===== config.mk =====
export PLATFORM = sky130hd
export DESIGN_NAME = mpc_seq
export DESIGN_NICKNAME = d
export VERILOG_FILES = /design/src/rtl/mpc_pkg.sv /design/src/rtl/mpc_seq.sv
export SDC_FILE = /design/constraint.sdc
export NUM_CORES = 1
export LEC_CHECK = 0
export ABC_AREA = 1
export ABC_CLOCK_PERIOD_IN_PS = 2750
export BUFFER_PORTS_ARGS = -buffer_cell sky130_fd_sc_hd__buf_2
export CORE_ASPECT_RATIO = 1.25
export CORE_UTILIZATION = 50
export DETAILED_ROUTE_END_ITERATION = 10
export PLACE_DENSITY = 0.73
export SYNTH_ARGS = -nofsm -noshare
export SYNTH_HDL_FRONTEND = slang
export SYNTH_SLANG_ARGS = --single-unit

===== constraint.sdc =====
create_clock -name clk_i -period 2.75 [get_ports clk_i]
set_input_delay 0.4125 -clock clk_i [delete_from_list [all_inputs] [get_ports clk_i]]
set_output_delay 0.4125 -clock clk_i [all_outputs]
set_load 0.05 [all_outputs]

===== src/rtl/mpc_pkg.sv =====
// Package: constants, types and float helpers for the max pool clamp block.
package mpc_pkg;
  localparam int unsigned MaxChannels = 1024;
  localparam int unsigned MaxWindow   = 4096;
  localparam int unsigned ChW  = $clog2(MaxChannels);
  localparam int unsigned WinW = $clog2(MaxWindow);
  localparam logic [31:0] QNan = 32'h7FC0_0000;

  // register indexes
  localparam logic [1:0] RegWindow   = 2'd0;
  localparam logic [1:0] RegChannels = 2'd1;
  localparam logic [1:0] RegOutMin   = 2'd2;
  localparam logic [1:0] RegOutMax   = 2'd3;

  typedef struct packed {
    logic            first;
    logic            emit;
    logic            last_chan;
    logic [ChW-1:0]  addr;
  } ctl_t;

  function automatic logic is_nan(input logic [31:0] b);
    return b[30:0] > 31'h7F80_0000;
  endfunction

  function automatic logic [31:0] order_key(input logic [31:0] b);
    return b[31] ? ~b : (b | 32'h8000_0000);
  endfunction

  function automatic logic [31:0] fmax(input logic [31:0] a, input logic [31:0] b);
    if (is_nan(a) || is_nan(b)) return QNan;
    return (order_key(a) >= order_key(b)) ? a : b;
  endfunction

  function automatic logic [31:0] fmin(input logic [31:0] a, input logic [31:0] b);
    if (is_nan(a) || is_nan(b)) return QNan;
    return (order_key(a) <= order_key(b)) ? a : b;
  endfunction
endpackage


===== src/rtl/mpc_seq.sv =====
// Position counters: window and channel positions, per-item control.
module mpc_seq (
  input  logic                      clk_i,
  input  logic                      rst_ni,
  input  logic                      adv_i,
  input  logic [12:0]               window_size_i,
  input  logic [10:0]               channel_count_i,
  output mpc_pkg::ctl_t             ctl_o
);
  import mpc_pkg::*;

  logic [WinW-1:0] win_q, win_d;
  logic [ChW-1:0]  ch_q, ch_d;
  logic [WinW:0]   wlim;
  logic [ChW:0]    clim;
  logic            last_elem, last_chan;

  // effective limits: zero reads as one, large values saturate
  always_comb begin
    if (window_size_i == '0) wlim = (WinW+1)'(1);
    else if (32'(window_size_i) > MaxWindow) wlim = (WinW+1)'(MaxWindow);
    else wlim = (WinW+1)'(window_size_i);
    if (channel_count_i == '0) clim = (ChW+1)'(1);
    else if (32'(channel_count_i) > MaxChannels) clim = (ChW+1)'(MaxChannels);
    else clim = (ChW+1)'(channel_count_i);
  end

  assign last_elem = ({1'b0, win_q} + (WinW+1)'(1)) >= wlim;
  assign last_chan = ({1'b0, ch_q} + (ChW+1)'(1)) >= clim;

  always_comb begin
    ctl_o.first     = (win_q == '0);
    ctl_o.emit      = last_elem;
    ctl_o.last_chan = last_chan;
    ctl_o.addr      = ch_q;
  end

  // advance positions per item
  always_comb begin
    win_d = win_q;
    ch_d  = ch_q;
    if (adv_i) begin
      if (last_chan) begin
        ch_d  = '0;
        win_d = last_elem ? '0 : win_q + WinW'(1);
      end else begin
        ch_d = ch_q + ChW'(1);
      end
    end
  end

  always_ff @(posedge clk_i or negedge rst_ni) begin
    if (!rst_ni) begin
      win_q <= '0;
      ch_q  <= '0;
    end else begin
      win_q <= win_d;
      ch_q  <= ch_d;
    end
  end
endmodule


---- After elaboration in Yosys (flattened, before gate mapping) ----
Index checks and enable logic that the tools add are counted.
storage, ports and cells
  input port bits ......................... 27
  output and inout bits ................... 13
  word-level logic and storage cells ...... 20
  flip-flop bits (word level) ............. 22
operators by class
  $lt $le $gt $ge ......................... 4
  reduce and logical (&&, ||, !) cells .... 4
  mux-type cells .......................... 6
  $add $sub $neg .......................... 4
operators with widths
  kind                                            number
  2-to-1 mux 13 bit                               2
  2-to-1 mux 11 bit                               2
  adder 12 x 1 -> 13 bit (second input constant)  1
  greater-or-equal comparator 13 bit              1
  > comparator 13 bit (second input constant)     1
  logical NOT 13 bit                              1
  adder 12 x 1 -> 12 bit (second input constant)  1
  logical NOT 12 bit                              1
  2-to-1 mux 12 bit                               1
  adder 10 x 1 -> 11 bit (second input constant)  1
  greater-or-equal comparator 11 bit              1
  > comparator 11 bit (second input constant)     1
  logical NOT 11 bit                              1
  adder 10 x 1 -> 10 bit (second input constant)  1
  2-to-1 mux 10 bit                               1
  AND reduction 2 bit                             1

---- Logic depth before layout (Yosys ltp) ----
  depth after elaboration ................. 5
  mapped depth ............................ 17
  gate-level depth less buffers ........... 16

---- Worst setup path after synthesis ----
Ideal clock, no wire load.
  kind .................................... register -> output
  start ................................... reg ch_q[0]
  end ..................................... out ctl_o[10] (netlist bit)
  arrival time ............................ 2.486 ns
  path buffers ............................ 1
  setup slack ............................. -0.149 ns
  data required time ...................... 2.338 ns
  cell stages (with the launch flop) ...... 15
  cell sequence ........................... dfrtp_1 ha_1 nand2_1 nor2_1 nand4_1 nand2_1 inv_1 ha_1 nand2_1 nand2_1 a21oi_2 nand2_2 nor2_4 inv_1 buf_4
between the ends
  word-level cells in the longest chain between the ends .. 2
ends and longest elaborated chain
  element                             RTL line       text
  start, declared                     mpc_seq.sv:13  logic [ChW-1:0] ch_q, ch_d;
  start signal, assigned              mpc_seq.sv:58  ch_q <= ch_d;
  adder 10 x 1 -> 11 bit              mpc_seq.sv:29  assign last_chan = ({1'b0, ch_q} + (ChW+1)'(1)) >= clim;
  greater-or-equal comparator 11 bit  mpc_seq.sv:29
  end, declared                       mpc_seq.sv:8   output mpc_pkg::ctl_t ctl_o
No other way between the ends.

==> flow_metrics.py <==
metrics = {
    "floorplan": {
        "die_area_mm2": 0.00475,
        "die_h_um": 76.8,
        "initial_core_util_pct": 53.4,
        "fp-row-count": 26,
        "die_w_um": 61.9,
        "core-area_mm2": 0.00420,
        "pin_count": 40,
    },
    "setup_path": {
        "crit_slowest_cell": "dfrtp_2",
        "reg2reg_slack_ps": 260,
        "crit_chain": "ha_4 > nand2_4 > inv_2 > nand2_2 > xor2_2 > inv_1 > ha_1 > nand2_1 > inv_1 > nand2_1 > nor2_1 > nand2_1 > nand2_2 > nor2_4 > inv_1 > buf_6",
        "slowest_delay_ps": 440,
        "worst_r2r_path_depth": 15,
        "critPathKind": "flop to primary output",
        "critPathLaunchType": "flop",
        "r2r_end": "ch_q[4]",
        "r2r_start": "ch_q[0]",
        "arrival_ps": 2300,
        "path_max_fanout": 2,
        "end_kind": "primary output",
        "required_ps": 2340,
    },
    "grt": {
        "grt_pass1_wl_um": 8640,
        "grt_max_degree": 25,
        "overflow": 0,
        "grtUsageTotal_pct": 23.8,
        "antenna_found_initial": 0,
        "grt_pass1_vias": 2134,
    },
    "final_layout": {
        "syn_to_final_growth_pct": 28.2,
        "diodes": 0,
        "finalNonFillerCells": 440,
        "fin_area_mm2": 0.00287,
        "drive_gt1_share_pct": 33.3,
        "fillers": 369,
        "nNetsFinal": 439,
    },
    "synthesis": {
        "synthCells": 328,
        "synth.ff_latch_count": 22,
        "yosys.area.top_type": "dfrtp_1",
        "avgSynthCellArea_um2": 6.83,
        "yosys-top-cells-area": "dfrtp_1 25%, nand2_1 18%, ha_1 15%, inv_1 6.0%, nand3_1 6.0%",
        "synth_cell_type_count": 31,
        "synth_edf_count": 0,
        "synth_area_mm2": 0.00224,
        "synth_nets": 382,
        "synth_top_cell_area_share_pct": 24.6,
        "async_flop_share_pct": 100,
        "ys_seq_area_share_pct": 24.6,
        "synth_top_flop_cell": "dfrtp_1",
        "yosysWarnings": 0,
    },
    "placed_design": {
        "place_hpwl_um": 4110,
        "portBuffers": 39,
        "dp.cells": 429,
        "gp_congestion": 0.841,
        "place_area_mm2": 0.00256,
    },
    "timing": {
        "max_freq_mhz": 368,
        "rsz0062_at_grt": "yes",
        "finalMaxSlewViolations": 0,
        "hold_violations": 0,
        "setup_violations": 0,
        "final.min_clock_period_ps": 2720,
        "max_slew.worst_pin.slew_ps": 505,
        "skew_ps": 4.31,
        "period_share_pct": 98.8,
        "relSlewSlack_pct": 66.3,
        "hold_slack_ps": 104,
    },
    "cts": {
        "cts_sinks": 22,
        "clk_latency_ps": 260,
        "clk_path_buf_depth": 2,
        "cts_root_buf": "clkbuf_8",
        "cts_buffers": 3,
        "clkSlewWorstSetupHoldPaths_ps": 80,
        "htree_num_levels": 1,
        "cts_hold_buf": 0,
        "cts_tree": "done",
    },
    "power_and_ir_drop": {
        "p_leak_nw": 1.53,
        "ir_worst_vdd_uv": 575,
        "powerDensity_mw_per_mm2": 700,
    },
    "route": {
        "vias": 2249,
        "ant_nets": 0,
        "first_iter_violations": 68,
        "post_drt_wl_per_cell_um": 12.0,
        "drt-total-wl_um": 5300,
        "drcViolationCount": 0,
        "first_pass_iters": 4,
        "routed_via_density": 5.11,
    },
    "hold_path": {
        "hp-class": "input port to asynchronous set/reset pin",
    },
    "outcome": {
        "status": "finished clean",
    },
    "flow_run": {
        "maxCapViolations": 0,
    },
}
-- report_power, final --
part	total (mW)	switching, mW	internal, mW
combinational	1.22	0.769	0.456
clock	0.303	0.108	0.194
sequential	0.483	0.0844	0.399
total	2.01	0.962	1.05
-- critical path, delay by kind of cell, from the launching register on --
family,cells,cell delay [ps]
fa+ha+maj,2,460
xor+xnor,1,170
simple gates,8,590
buf+inv,5,380
flops,1,440
-- per-layer routing --
metal	part of all wire [%]	vias to the layer above	GRT usage, %
met1	39	1020	25.2
met5	0	-	0
met2	57	54	47.2
li1	-	1169	-
met4	1.4	0	7.56
met3	2.6	6	0.337
-- kinds of logic (layout without fill, tap and decap cells) --
group	count (synthesis)	in the layout	synth area share [%]
simple gates	190	190	36.5
flops	22	22	24.6
fa+ha+maj	27	27	15.1
xor+xnor	11	11	4.97
buf+inv	44	100	8.72
compound gates	34	34	10.2
-- cell type report --
class | count | area [µm²] | share of cell area, %
Multi-Input combinational cell | 262 | 1660 | 57.9
Clock inverter | 1 | 30.0 | 1.05
Timing Repair Buffer | 58 | 367 | 12.8
Tap cell | 56 | 70.1 | 2.44
Inverter | 38 | 143 | 4.97
Clock buffer | 3 | 41.3 | 1.44
Sequential cell | 22 | 559 | 19.5
-- registers in the layout, summed over array words and instances, names as in the netlist --
register  count
win_q        12
ch_q         10
-- timing repair --
item	in CTS	in global routing
endpoints found under the setup margin	2	2
setup buffers	4	3
pin swaps	8	16
gates cloned	0	0
resized for setup	25	25
-- cells in the final DEF, fill, tap and decap left out, drive strengths merged --
master	n
dfrtp	22
nor2	35
xnor2	2
clkbuf	3
o21bai	2
nand3	28
a21boi	1
nand3b	1
inv	38
o21ai	22
buf	58
nand4	2
nor4	3
nor3	4
xor2	9
bufinv	1
ha	27
a31o	1
a21oi	6
a21o	2
nand2	117
-- per-stage QoR --
step	total power, mW	setup slack [ps]	util [%]	setup TNS, ps
after floorplan	1.29	33.5	-	0
after global placement	1.57	43.6	60.9	0
after detailed placement	1.59	-39.6	60.9	-39.6
after CTS	1.98	3.31	65.5	0
after global routing	2.18	-125	68.4	-248
final	2.01	33.6	68.4	0
-- cell usage after synthesis (4+ instances only) --
library cell / instances
nand2_1: 110
inv_1: 36
nor2_1: 31
ha_1: 27
nand3_1: 27
dfrtp_1: 22
o21ai_0: 10
xor2_1: 8
nand2_2: 7
o21ai_2: 7
a21oi_1: 5
o21ai_1: 5
buf_4: 4
nor3_1: 4
-- worst max-delay path by stage --
stage                            to  slack [ps]             start
final                     ctl_o[10]          30           ch_q[0]
after global routing      ctl_o[11]        -120          win_q[0]
after CTS                 ctl_o[10]           3           ch_q[0]
after detailed placement  ctl_o[11]         -40  window_size_i[8]
after global placement    ctl_o[11]          40  window_size_i[8]
after floorplan           ctl_o[10]          30           ch_q[0]
Note: power is estimated with default switching activity, not from simulation.
